$ cat src/fjd_pkg.sv
// shared types and codes of the feed jam detector
package fjd_pkg;

    // per-channel jam states
    localparam logic [2:0] ST_NORMAL    = 3'd0;
    localparam logic [2:0] ST_SUSPECTED = 3'd1;
    localparam logic [2:0] ST_CONFIRMED = 3'd2;
    localparam logic [2:0] ST_RECOVERY  = 3'd3;
    localparam logic [2:0] ST_FAILED    = 3'd4;

    // request kinds
    localparam logic [1:0] REQ_SAMPLE   = 2'd0;
    localparam logic [1:0] REQ_RECOVERY = 2'd1;
    localparam logic [1:0] REQ_RESET    = 2'd2;

    // configuration register indexes
    localparam logic [1:0] CFG_MIN_MOVEMENT  = 2'd0;
    localparam logic [1:0] CFG_STALL_TIMEOUT = 2'd1;
    localparam logic [1:0] CFG_MAX_ATTEMPTS  = 2'd2;

    localparam int CFG_DATA_W = 20;
    localparam int SDATA_W    = 72;
    localparam int MDATA_W    = 8;

    localparam logic [15:0] MIN_MOVEMENT_RST  = 16'd50;
    localparam logic [19:0] STALL_TIMEOUT_RST = 20'd5000;
    localparam logic [3:0]  MAX_ATTEMPTS_RST  = 4'd3;

    typedef struct packed {
        logic [2:0]  chan_state;
        logic [31:0] prev_position;
        logic [31:0] last_motion;
        logic [31:0] suspect_start;
        logic [3:0]  recovery_count;
    } t_rec;

    typedef struct packed {
        logic [15:0] min_movement;
        logic [19:0] stall_timeout;
        logic [3:0]  max_attempts;
    } t_cfg;

    typedef struct packed {
        logic [1:0]  req_type;
        logic [31:0] now_ms;
        logic [31:0] position;
        logic        feeding;
    } t_req;

endpackage

$ cat src/fjd_update.sv
// next-record logic for one request on one channel record
module fjd_update (
    input  fjd_pkg::t_cfg i_cfg,
    input  fjd_pkg::t_req i_req,
    input  fjd_pkg::t_rec i_rec,
    output fjd_pkg::t_rec o_rec,
    output logic          o_granted
);
    import fjd_pkg::*;

    logic [32:0] diff;
    logic [32:0] move;
    logic [31:0] since_motion;
    logic [31:0] since_suspect;
    logic        moved;
    logic        stalled;
    logic        suspect_done;

    // exact 33-bit position difference, cannot overflow
    assign diff = {i_req.position[31], i_req.position}
                - {i_rec.prev_position[31], i_rec.prev_position};
    assign move = diff[32] ? (33'd0 - diff) : diff;
    assign moved = move >= {17'd0, i_cfg.min_movement};

    // wrapping time differences
    assign since_motion  = i_req.now_ms - i_rec.last_motion;
    assign since_suspect = i_req.now_ms - i_rec.suspect_start;
    assign stalled       = since_motion >= {12'd0, i_cfg.stall_timeout};
    assign suspect_done  = since_suspect >= {12'd0, i_cfg.stall_timeout};

    always_comb begin
        o_rec     = i_rec;
        o_granted = 1'b0;
        unique case (i_req.req_type)
            REQ_SAMPLE: begin
                if (i_req.feeding) begin
                    if (moved) begin
                        o_rec.last_motion    = i_req.now_ms;
                        o_rec.chan_state     = ST_NORMAL;
                        o_rec.recovery_count = 4'd0;
                    end else if (stalled) begin
                        if (i_rec.chan_state == ST_NORMAL) begin
                            o_rec.chan_state    = ST_SUSPECTED;
                            o_rec.suspect_start = i_req.now_ms;
                        end else if (i_rec.chan_state == ST_SUSPECTED && suspect_done) begin
                            o_rec.chan_state = ST_CONFIRMED;
                        end
                    end
                    o_rec.prev_position = i_req.position;
                end else begin
                    o_rec.last_motion = i_req.now_ms;
                    if (i_rec.chan_state != ST_RECOVERY) begin
                        o_rec.chan_state = ST_NORMAL;
                    end
                end
            end
            REQ_RECOVERY: begin
                if (i_rec.recovery_count >= i_cfg.max_attempts) begin
                    o_rec.chan_state = ST_FAILED;
                end else begin
                    o_granted        = 1'b1;
                    o_rec.chan_state = ST_RECOVERY;
                    if (i_rec.recovery_count != 4'hF) begin
                        o_rec.recovery_count = i_rec.recovery_count + 4'd1;
                    end
                end
            end
            REQ_RESET: begin
                o_rec.chan_state     = ST_NORMAL;
                o_rec.recovery_count = 4'd0;
                o_rec.last_motion    = i_req.now_ms;
            end
            default: begin
                // unused request code leaves the channel as it is
            end
        endcase
    end

endmodule

$ cat src/feed_jam_detector_core.sv
// top level of the per-channel filament feed jam detector
// Each request is handled in turn: the channel record is read from a registered-read
// memory in the cycle of acceptance, then updated, written back and presented as a result
// once the output register is free to take it. No new request is accepted until that update
// is done. A finished result waits in an output register and does not block the next request.
// After reset every channel reads as normal with all counts and times at zero; the per-channel
// valid bits make this immediate, with no clearing pass. Channels at or beyond CHANNELS give an
// all-zero result and change nothing. Configuration writes are taken in any cycle and should
// only be made while no request is in flight.
module feed_jam_detector_core #(
    parameter int CHANNELS = 4
) (
    input  logic                           i_clk,
    input  logic                           i_rst_n,
    input  logic                           i_s_tvalid,
    output logic                           o_s_tready,
    // channel[1:0], now_ms[33:2], position[65:34], feeding[66], zero fill
    input  logic [fjd_pkg::SDATA_W-1:0]    i_s_tdata,
    // req_type[1:0]
    input  logic [1:0]                     i_s_tuser,
    output logic                           o_m_tvalid,
    input  logic                           i_m_tready,
    // jam_status[2:0], recovery_granted[3], attempts_used[7:4]
    output logic [fjd_pkg::MDATA_W-1:0]    o_m_tdata,
    input  logic                           i_cfg_wr_en,
    input  logic [1:0]                     i_cfg_index,
    input  logic [fjd_pkg::CFG_DATA_W-1:0] i_cfg_data
);
    import fjd_pkg::*;

    localparam int CH_W = (CHANNELS > 1) ? $clog2(CHANNELS) : 1;

    t_cfg                r_cfg;
    t_rec                r_mem [CHANNELS];
    logic [CHANNELS-1:0] r_valid;
    logic                r_busy;
    t_req                r_req;
    logic [CH_W-1:0]     r_idx;
    logic                r_ch_ok;
    t_rec                r_rd_rec;
    logic                r_rd_hit;
    logic                r_out_valid;
    logic [MDATA_W-1:0]  r_out_data;

    logic            in_acc;
    logic            out_free;
    logic            upd_fire;
    logic [1:0]      ch_in;
    logic [CH_W-1:0] rd_idx;
    logic            ch_ok_in;
    t_req            req_in;
    t_rec            cur_rec;
    t_rec            new_rec;
    logic            granted;

    assign ch_in    = i_s_tdata[1:0];
    assign rd_idx   = CH_W'(ch_in);
    assign ch_ok_in = 32'(ch_in) < CHANNELS;

    assign req_in.req_type = i_s_tuser;
    assign req_in.now_ms   = i_s_tdata[33:2];
    assign req_in.position = i_s_tdata[65:34];
    assign req_in.feeding  = i_s_tdata[66];

    assign o_s_tready = !r_busy;
    assign in_acc     = i_s_tvalid && !r_busy;
    assign out_free   = !r_out_valid || i_m_tready;
    assign upd_fire   = r_busy && out_free;

    assign o_m_tvalid = r_out_valid;
    assign o_m_tdata  = r_out_data;

    // entries never written read as the reset record
    assign cur_rec = r_rd_hit ? r_rd_rec : '0;

    fjd_update u_update (
        .i_cfg     (r_cfg),
        .i_req     (r_req),
        .i_rec     (cur_rec),
        .o_rec     (new_rec),
        .o_granted (granted)
    );

    // configuration registers
    always_ff @(posedge i_clk) begin
        if (!i_rst_n) begin
            r_cfg.min_movement  <= MIN_MOVEMENT_RST;
            r_cfg.stall_timeout <= STALL_TIMEOUT_RST;
            r_cfg.max_attempts  <= MAX_ATTEMPTS_RST;
        end else if (i_cfg_wr_en) begin
            unique case (i_cfg_index)
                CFG_MIN_MOVEMENT:  r_cfg.min_movement  <= i_cfg_data[15:0];
                CFG_STALL_TIMEOUT: r_cfg.stall_timeout <= i_cfg_data[19:0];
                CFG_MAX_ATTEMPTS:  r_cfg.max_attempts  <= i_cfg_data[3:0];
                default: begin
                end
            endcase
        end
    end

    // channel record memory, registered read
    always_ff @(posedge i_clk) begin
        if (upd_fire && r_ch_ok) begin
            r_mem[r_idx] <= new_rec;
        end
        if (in_acc) begin
            r_rd_rec <= r_mem[rd_idx];
        end
    end

    // request capture
    always_ff @(posedge i_clk) begin
        if (in_acc) begin
            r_req    <= req_in;
            r_idx    <= rd_idx;
            r_ch_ok  <= ch_ok_in;
            r_rd_hit <= ch_ok_in && r_valid[rd_idx];
        end
        if (upd_fire) begin
            r_out_data <= r_ch_ok ? {new_rec.recovery_count, granted, new_rec.chan_state}
                                  : '0;
        end
    end

    always_ff @(posedge i_clk) begin
        if (!i_rst_n) begin
            r_valid     <= '0;
            r_busy      <= 1'b0;
            r_out_valid <= 1'b0;
        end else begin
            if (upd_fire && r_ch_ok) begin
                r_valid[r_idx] <= 1'b1;
            end
            if (in_acc) begin
                r_busy <= 1'b1;
            end else if (upd_fire) begin
                r_busy <= 1'b0;
            end
            if (upd_fire) begin
                r_out_valid <= 1'b1;
            end else if (i_m_tready) begin
                r_out_valid <= 1'b0;
            end
        end
    end

`ifndef SYNTHESIS
    a_accept_busy: assert property (@(posedge i_clk) disable iff (!i_rst_n)
        in_acc |=> r_busy)
        else $error("accepted request did not start an update");

    a_update_result: assert property (@(posedge i_clk) disable iff (!i_rst_n)
        upd_fire |=> o_m_tvalid)
        else $error("update finished without a result");

    a_grant_state: assert property (@(posedge i_clk) disable iff (!i_rst_n)
        (o_m_tvalid && o_m_tdata[3]) |-> (o_m_tdata[2:0] == ST_RECOVERY))
        else $error("recovery granted but channel not in recovery");

    a_valid_sticky: assert property (@(posedge i_clk) disable iff (!i_rst_n)
        1'b1 |=> ((r_valid & $past(r_valid)) == $past(r_valid)))
        else $error("channel valid bit dropped outside reset");
`endif

endmodule
$ cat config.mk
export PLATFORM = sky130hd
export DESIGN_NAME = feed_jam_detector_core
export DESIGN_NICKNAME = d
export VERILOG_FILES = /design/src/fjd_pkg.sv /design/src/fjd_update.sv /design/src/feed_jam_detector_core.sv
export SDC_FILE = /design/constraint.sdc
export NUM_CORES = 1
export LEC_CHECK = 0
export BUFFER_PORTS_ARGS = -buffer_cell sky130_fd_sc_hd__buf_4
export CAP_MARGIN = 0
export CORE_UTILIZATION = 32
export DETAILED_ROUTE_END_ITERATION = 10
export MAX_ROUTING_LAYER = met4
export PLACE_DENSITY_LB_ADDON = 0.15
export SLEW_MARGIN = 40
export SYNTH_ARGS = -nofsm -noshare
export SYNTH_HDL_FRONTEND = slang
export SYNTH_SLANG_ARGS = --single-unit
$ cat constraint.sdc
create_clock -name i_clk -period 12.1 [get_ports i_clk]
set_clock_uncertainty 0.05 [all_clocks]
set_input_delay 0.605 -clock i_clk [delete_from_list [all_inputs] [get_ports i_clk]]
set_output_delay 0.605 -clock i_clk [all_outputs]
set_load 0.03 [all_outputs]
## Word-level counts from Yosys, hierarchy flattened

Memory sizes are Yosys's and may differ from the RTL's. A register that Yosys moved wholly into a read port is not among the register bits.
Cells that the tools add are included.

- Add/sub/neg operators: 5
- $lt $le $gt $ge: 7
- Eq/ne operators: 7
- Multiplexer cells: 35
- Bitwise logic cells: 1
- Reductions and logical operators: 15

Operators by type and width:

| cell | number |
|---|---|
| $mux W32 | 8 |
| $mux W103 | 1 |
| $ge A32 B20 Y1 | 2 |
| $pmux W32 S2 | 1 |
| $sub A32 B32 Y32 | 2 |
| $mux W36 | 1 |
| $ge A33 B16 Y1 | 1 |
| $mux W33 | 1 |
| $sub A1 B33 Y33 const A | 1 |
| $sub A32 B32 Y33 | 1 |
| $mux W3 | 7 |
| $mux W4 | 3 |
| $pmux W4 S3 | 1 |
| $mux W1 | 9 |
| $pmux W3 S3 | 1 |
| $lt A2 B3 Y1 const B | 2 |
| $reduce_and A2 Y1 | 3 |
| $add A4 B1 Y4 const B | 1 |
| $eq A2 B1 Y1 const B | 2 |
| $eq A2 B2 Y1 const B | 2 |
| $ge A4 B4 Y1 | 1 |
| $logic_and A1 B1 Y1 | 4 |
| $logic_not A2 Y1 | 2 |
| $ne A4 B4 Y1 const B | 1 |
| other kinds (10) | 12 |

- Bits in registers: 124
- Bits in writable memories: 412
- Output and inout bits: 10
- Logic and storage cells: 85
- Memories kept: 1

Memories:

| name | depth | width | read ports | clocked after memory_dff | write ports | RTL line | RTL |
|---|---|---|---|---|---|---|---|
| r_mem | 4 | 103 | 1 | 1 | 1 | feed_jam_detector_core.sv:34 | `t_rec r_mem [CHANNELS];` |

## Depth between registers and ports, before layout

Gate-level depths: netlist (run 1).

- Depth after elaboration: 10
- Gate-level depth with buffers: 34
- Gate-level depth less buffers: 28

## Modules after synthesis

From an unflattened synthesis (run 1), not the netlist that was laid out.

- Cell total of the unflattened synthesis: 2474
- Area total of the unflattened synthesis: 32647.6 sq um

By module, submodules not included:

| module | times used | cells an instance | area an instance (sq um) | sequential area each (sq um) |
|---|---|---|---|---|
| feed_jam_detector_core | 1 | 1028 | 22863.2 | 18728.0 |
| fjd_update | 1 | 1446 | 9784.4 | 0.0 |

## Least setup slack after synthesis (run 1)

Ideal clock, no wire load.

- Path type: input -> register
- Start: input port i_m_tready
- End: memory r_mem[1][0] (netlist bit) (enable)
- Arrival time: 8326 ps
- Data required time: 11335 ps
- Slack: 3010 ps
- Stages: 3
- Cell sequence: nand2b_1 nand2_1 nor3b_1

- Cells in the longest elaborated chain, start to end: 4

Ends and longest elaborated chain:

| item | RTL line | RTL |
|---|---|---|
| from (decl) | feed_jam_detector_core.sv:22 | `input logic i_m_tready,` |
| $logic_or A1 B1 Y1 | feed_jam_detector_core.sv:67 | `assign out_free = !r_out_valid \|\| i_m_tready;` |
| $logic_and A1 B1 Y1 | feed_jam_detector_core.sv:68 | `assign upd_fire = r_busy && out_free;` |
| $mux W1 | feed_jam_detector_core.sv:103 | `if (upd_fire && r_ch_ok) begin` |
| $mux W1 (not written as such) | feed_jam_detector_core.sv:104 | `r_mem[r_idx] <= new_rec;` |
| to (decl) | feed_jam_detector_core.sv:34 |  |

No other way between the ends.

==> results of run 1 <==
[routing by layer]
metal  vias up  track usage (%)  wire (um)
li1       9390                -          -
met1     10090            23.02      39110
met2       377            26.85      38370
met3       114            2.544       2978
met4         0            4.261       1649
met5         -                -          0
[cell type report]
class	count	area, um^2
multi-input cells	1546	12230
flip-flops and latches	639	18730
inverters	115	431.7
clock inverters	38	309.0
fillers	9407	61870
diodes	1	2.502
clock buffers	99	2091
well taps	1287	1610
repair buffers	129	1007
[cells in the final DEF (no fill, tap or decap), types with 9 or more instances in the layout]
cell | Yosys | routed
o21a_1 | 21 | 21
o21bai_1 | 18 | 18
xor2_1 | 31 | 31
a211oi_1 | 15 | 14
nor3_1 | 36 | 35
clkinv_1 | 0 | 13
clkinv_2 | 0 | 9
nor2b_1 | 20 | 19
nand3_1 | 36 | 36
nand4_1 | 19 | 19
ha_1 | 157 | 157
xnor2_1 | 47 | 47
a31oi_1 | 22 | 22
a21boi_0 | 34 | 34
a21oi_1 | 118 | 118
inv_1 | 115 | 115
nand2_1 | 282 | 282
mux2i_1 | 78 | 78
buf_4 | 1 | 121
edfxtp_1 | 593 | 593
a21o_1 | 52 | 52
o211ai_1 | 19 | 19
mux4_2 | 104 | 104
or2_2 | 9 | 9
nor2_1 | 104 | 103
nand2b_1 | 19 | 19
and3_1 | 18 | 17
clkbuf_16 | 0 | 78
and2_1 | 16 | 15
clkbuf_1 | 55 | 15
o31ai_1 | 13 | 12
o21ai_0 | 104 | 104
dfxtp_1 | 46 | 46
[state kept, by name (all words and copies together) (netlist names)]
signal	cells
r_busy	1
r_mem	412
r_rd_hit	1
r_idx	2
o_m_tdata	8
r_valid	4
r_cfg	40
r_req	67
o_m_tvalid	1
r_rd_rec	103
[report_power, final]
group | total (uW) | leakage [uW] | switching, uW | internal [uW]
combinational | 931 | 0.00602 | 575 | 356
sequential | 2570 | 0.00591 | 38.9 | 2530
clock | 2200 | 0.00116 | 911 | 1290
[kinds of logic after synthesis]
logic type	synth area share, %
AOI/OAI and AO/OA	10.52
xor gates and xnor gates	2.157
adders and majority gates	6.391
buffers and inverters	2.571
DFF	59.12
muxes	10.00
and+or+nand+nor	9.239
[per-stage QoR]
stage          area, um^2  hold slack (ns)
2_1_floorplan       31680           0.3854
3_5_place_dp        33990           0.4053
6_report            36410          0.08525
5_1_grt             36410          0.05487
4_1_cts             36390          0.03304
3_3_place_gp        33940           0.3936
[how the worst min path moves through the flow]
stage	cells past startpoint	to	startpoint	slack, ns
5_1_grt	1	r_req[47]$_DFFE_PP_	i_s_tdata[16]	0.05
6_report	1	r_req[47]$_DFFE_PP_	i_s_tdata[16]	0.09
4_1_cts	1	r_req[47]$_DFFE_PP_	i_s_tdata[16]	0.03
3_3_place_gp	1	r_valid[1]$_SDFFE_PN0P_	r_valid[1]$_SDFFE_PN0P_	0.39
3_5_place_dp	1	r_valid[3]$_SDFFE_PN0P_	r_valid[3]$_SDFFE_PN0P_	0.41
2_1_floorplan	1	r_valid[2]$_SDFFE_PN0P_	r_valid[2]$_SDFFE_PN0P_	0.39
[worst register-to-register path, delay by kind of cell (launching register included)]
family | cells | cell delay [ns]
multiplexers | 1 | 0.47
adder cells (fa/ha/maj) | 3 | 0.89
AND/OR/NAND/NOR | 8 | 1.22
flip-flops | 1 | 0.57
buffers and inverters | 2 | 0.99
AO/OA/AOI/OAI | 14 | 4.19
==> results by group, run 1 <==
Clocking
  • TritonCTS Buffers: 75
  • Cts repair resizes: 0
  • CTS Sinks: approximately 640
  • CTS Hold Bufs: 0
  • Clock slew at reported path FFs: around 0.060 ns
  • Htree depth: 3
  • Clk_lat worst skew: about 0.64 ns
  • CTS Buffer Depth: 3
  • Root Driver: clkbuf_16
  • CTS tree: built
  • Post-CTS Setup Bufs: 0

Final layout
  • Nets@finish: between 2,000 and 3,000
  • Ratio of cells with drive above 1 in the final layout: roughly 15%
  • Layout area overhead: 14.94%
  • Non-filler cells, final: 3,854
  • Layout Utilization: 37.05%

Synth
  • Synth top area share: 56.22%
  • Top cells by area, synth: edfxtp_1 56%, mux4_2 7.4%, ha_1 6.2%
  • Syn Nets: 2,649
  • Post-synthesis area per instance: ~13 um^2
  • Synth cell count leaders: 593 x edfxtp_1, 282 x nand2_1, 157 x ha_1
  • Netlist Area Pre-Place: approximately 0.032 mm^2
  • YS warnings: 0
  • Post-Synthesis Cells: 2,388
  • Post-synth cell types: 90
  • FFs w/ async S/R, synth: 0%
  • Primary FF master, synth: edfxtp_1
  • Seq/Total Area, Yosys: 59.12%
  • Flop and latch count out of synthesis: 639
  • Most frequent cell after synthesis: edfxtp_1
  • Cell taking the most area after synthesis: edfxtp_1
  • EDFF count, synth: 593

GRT
  • Vias in the first global route: 20,890
  • GRT Resource Usage Total: roughly 17%
  • Grt total ovfl: 0
  • Initial antenna violation count: 2
  • Pin count of the biggest net entering global routing: 88
  • First-pass GRT wire length: 125.7 mm

Route
  • ANT nets after route: 0
  • Avg WL per Cell: 21.31 um
  • Via count: between 15,000 and 20,000
  • Final WL: 82.11 mm
  • Average via count per standard cell: 5.183
  • Residual DRC count: 0
  • Drt pass-1 iters: 6
  • Detailed Route Iter0 Violations: 1,509

Worst setup path
  • Worst setup path end: r_mem[1][36]$_DFFE_PP_
  • CP Capture Type: flip-flop
  • Reg-to-reg slack, setup: 3.46 ns
  • Buf+Inv Stages, Crit Path: 2
  • CP max FO: 32
  • Crit-path max cell delay: 0.65 ns
  • Worst path arrival time: 8.95 ns
  • Worst setup path category: reg2reg
  • Crit-path slowest cell: a2111oi_1
  • Critical Path Start: r_rd_hit$_DFFE_PP_
  • Worst R2R End: r_mem[1][36]$_DFFE_PP_
  • Worst path required time: around 12 ns
  • Worst reg2reg path depth: 28
  • CP delay by family, top: compound AO/OA/AOI/OAI gates
  • Critical register-to-register path startpoint: r_rd_hit$_DFFE_PP_
  • WP depth: 28
  • Critical Path Most Common Cell: nor2_1
  • Setup crit start kind: flip-flop

Timing
  • Final setup viols: 0
  • Final setup margin: between 3 and 4 ns
  • Clock period minus final worst setup slack: 8.637 ns
  • Unrepaired setup endpoints after global routing: no
  • Fin. max-slew vios: 0
  • Slew @ Worst Pin: roughly 0.85 ns
  • Hold Violations, Final: 0
  • Setup TNS: 0 ns
  • Final Cycle Share: 71.38%
  • Rel. slew slack: 42.56%
  • Fmax: 0.1158 GHz

Power and ir drop
  • Final Total Pwr: 5696 uW
  • Leakage: 0.01308 uW
  • Peak VDD IR: 109.0 uV
  • Pwr dens: 156.5 mW/mm^2

Outcome
  • Status: completed

Placement
  • Routability cong.: 0.8681
  • DP Wirelength: between 50 and 60 mm
  • IO buf count: 105
  • Placed cell count: approximately 3,700
  • Setup WS pre-CTS: 3.321 ns

Floorplanning
  • Die H: 316.6 um
  • Core Region: 0.09828 mm^2
  • Row count: 115
  • Initial Utilization: 32.23%
  • Die area: 0.1002 mm^2
  • Die W: 316.6 um
  • Io pins: around 110

Flow run
  • MaxCap Viol Count: 0

Hold path
  • Worst Hold Class: in2reg
Note: power is estimated with default switching activity, not from simulation.
==> run 2: changes to the inputs <==
- clock period: 12.1 -> 7.75 ns (I/O delays scaled with it)
==> run 2 against run 1 <==
Effect of this change:
- die area unchanged
- sequential share of layout area shrank 1.8 points
- clock-buffer cell count fell by 10
- maximum frequency is 19% higher
- final area rose by 3.6%
- total power grew 56%
- flip-flop and latch count stayed put
- worst hold slack better by 0.026 ns
- non-clock buffer count grew 111
- sequential power rose by 56%
- cell count increased by 2.8%
- via count is 3.1% higher
==> results by group, run 2 (synthesis gave the netlist of run 1 again) <==
Timing
  • Fmax: 0.1376 GHz (+19%)
  • Unrepaired setup endpoints after global routing: no
  • Clock period minus final worst setup slack: 7.269 ns (-1.368 ns)
  • Setup TNS: 0 ns (unchanged)
  • Fin. max-slew vios: 0 (unchanged)
  • Final setup margin: 0.4809 ns (-2.982 ns)
  • Hold Violations, Final: 0 (unchanged)
  • Final setup viols: 0 (unchanged)
  • Final Cycle Share: 93.80% (+22 points)
  • Rel. slew slack: 45.56% (+3.0 points)
  • Slew @ Worst Pin: 0.8166 ns (-0.03597 ns)

Power and ir drop
  • Peak VDD IR: 154.9 uV (+42%)
  • Sw Share: 26.68% (-0.077 points)
  • Psw: 2374 uW (+56%)
  • Clk pwr share: 37.6% (-1.0 points)
  • Leakage: 0.01354 uW (+3.5%)
  • Cell internal pwr: 6524 uW (+56%)
  • Combinational Power Share: 17.3% (+1.0 points)
  • Pwr dens: 235.9 mW/mm^2 (+51%)
  • Seq pwr share: 45.1% (about the same)

Route
  • Detailed Route Iter0 Violations: 1,439 (-4.6%)
  • Final WL: 84.10 mm (+2.4%)
  • Avg WL per Cell: 21.23 um (-0.34%)
  • ANT nets after route: 0 (unchanged)
  • Average via count per standard cell: 5.199 (+0.32%)
  • Drt pass-1 iters: 8 (+2)
  • Residual DRC count: 0 (unchanged)
  • Via count: 20,600 (+3.1%)

Clocking
  • CTS Sinks: 639 (unchanged)
  • CTS Buffer Depth: 3 (unchanged)
  • Clk_lat worst skew: 0.64 ns (about the same)
  • CTS tree: built
  • Clock slew at reported path FFs: 0.06 ns (about the same)
  • Root Driver: clkbuf_16
  • Htree depth: 3 (unchanged)
  • TritonCTS Buffers: 74 (-1.3%)

Floorplanning
  • Io pins: 111 (unchanged)
  • Die H: 316.6 um (unchanged)
  • Die W: 316.6 um (unchanged)
  • Initial Utilization: 32.23% (unchanged)
  • Row count: 115 (unchanged)
  • Die area: 0.1002 mm^2 (unchanged)
  • Core Region: 0.09828 mm^2 (unchanged)

Final layout
  • Commonest non-fill, non-tap cell in the layout: edfxtp_1
  • Post-route cell area: 0.03771 mm^2 (+3.6%)
  • Nets@finish: 2,877 (+4.0%)
  • Non-filler cells, final: 3,961 (+2.8%)
  • Ratio of cells with drive above 1 in the final layout: 16.47% (+1.2 points)
  • Register Area: 0.01873 mm^2 (unchanged)
  • Largest registers: r_mem (412), r_rd_rec (103), r_req (67)
  • Largest Register: r_mem
  • Max FFs per register: 412 (unchanged)
  • Layout area overhead: 19.06%
  • Most frequent cells in the layout: 593 x edfxtp_1, 282 x nand2_1, 157 x ha_1, 138 x buf_4, 118 x a21oi_1
  • Multi-input logic area: 0.01245 mm^2 (+1.8%)
  • Layout Utilization: 38.37% (+1.3 points)
  • Fillers: 9,364 (-0.46%)

Hold path
  • Worst Hold Class: in2reg
  • Hold Path Stages: 2 (+1)
  • HP Start: i_rst_n

Worst setup path
  • Worst setup path category: reg2reg
  • Crit-path max cell delay: 0.42 ns (-0.23 ns)
  • Worst reg2reg path depth: 32 (+14%)
  • Critical register-to-register path startpoint: r_rd_hit$_DFFE_PP_
  • CP Capture Type: flip-flop
  • Critical Path Start: r_rd_hit$_DFFE_PP_
  • Worst path required time: 8.11 ns (-4.30 ns)
  • Worst path arrival time: 7.63 ns (-1.32 ns)
  • Crit-path slowest cell: fa_1
  • CP max FO: 14 (-56%)
  • Critical Path Most Common Cell: buf_4
  • Setup crit start kind: flip-flop

GRT
  • Initial antenna violation count: 7 (+5)
  • Pin count of the biggest net entering global routing: 123 (+40%)
  • Grt total ovfl: 0 (unchanged)
  • First-pass GRT wire length: 128.2 mm (+2.0%)
  • Vias in the first global route: 21,510 (+2.9%)
  • GRT Resource Usage Total: 17.37% (+0.32 points)

Placement
  • Placed Area: 0.03423 mm^2 (+0.70%)
  • Routability cong.: 0.8784 (+1.2%)
  • Placed cell count: 3,736 (+0.54%)
  • IO buf count: 105 (unchanged)
  • Setup WS pre-CTS: 0.2123 ns (-3.108 ns)
  • DP Wirelength: 56.92 mm (+2.8%)

Outcome
  • Status: completed

Flow run
  • MaxCap Viol Count: 0 (unchanged)
## run 2: cell types whose count changed in the layout (fill, tap and decap cells not counted), moves of 6 or more
cell | before | now
buf_12 | 1 | 7
mux2i_2 | 0 | 20
mux2i_1 | 78 | 48
dlygate4sd3_1 | 0 | 88
mux2i_4 | 0 | 10
buf_4 | 121 | 138
## run 2: layer usage
layer / vias to the layer above / GRT usage (%) / wire [um]
li1: 9615 / - / -
met1: 10400 / 23.43 / 39510
met2: 449 / 26.93 / 39120
met3: 135 / 2.610 / 3313
met4: 0 / 5.321 / 2164
met5: - / - / 0
## run 2: stage by stage
| step | power (uW) | hold WS (ns) |
|---|---|---|
| 2_1_floorplan | 5085 | 0.3854 |
| 3_3_place_gp | 5525 | 0.3924 |
| 3_5_place_dp | 5552 | 0.4035 |
| 4_1_cts | 8983 | 0.05891 |
| 5_1_grt | 9302 | 0.09220 |
| 6_report | 8898 | 0.1115 |
## run 2: cell type report
type                            instances  area share (%)
Clock inverter                         43           1.002
Timing Repair Buffer                  240           5.760
Inverter                              115           1.145
Sequential cell                       639           49.66
Tap cell                             1287           4.270
Multi-Input combinational cell       1546           33.01
Clock buffer                           89           5.142
Antenna cell                            2         0.01327
## run 2: power groups by stage
stage / Clock (uW) / Sequential, uW / Combinational, uW
CTS: 3450 / 4020 / 1510
floorplan: 0 / 4070 / 1010
global placement: 0 / 4080 / 1440
finish: 3350 / 4010 / 1540
global route: 3560 / 4020 / 1720
detailed placement: 0 / 4080 / 1470
## run 2: path summary, 6_finish.rpt
| kind | slack (ns) | to |
|---|---|---|
| setup reg to reg | 0.48 | r_mem[3][39]$_DFFE_PP_ |
| hold / removal | 0.11 | r_cfg[1]$_SDFFE_PN1P_ |
| hold reg to reg | 0.41 | r_cfg[31]$_SDFFE_PN0P_ |
| setup / recovery | 0.48 | r_mem[3][39]$_DFFE_PP_ |
## run 2: worst max-delay path: cells and delay by family (launching register included)
family / cells / cell delay (ns)
AOI/OAI and AO/OA: 14 / 3.25
and+or+nand+nor: 8 / 1.05
DFF: 1 / 0.36
muxes: 1 / 0.37
adders and majority gates: 2 / 0.73
buffers and inverters: 7 / 1.21
## run 2: repair_timing
item	4_1_cts	5_1_grt
endpoints found under the hold margin	107	0
hold buffers	88	0
buffers inserted	0	2
endpoints found under the setup margin	0	286
gates resized for setup	0	48
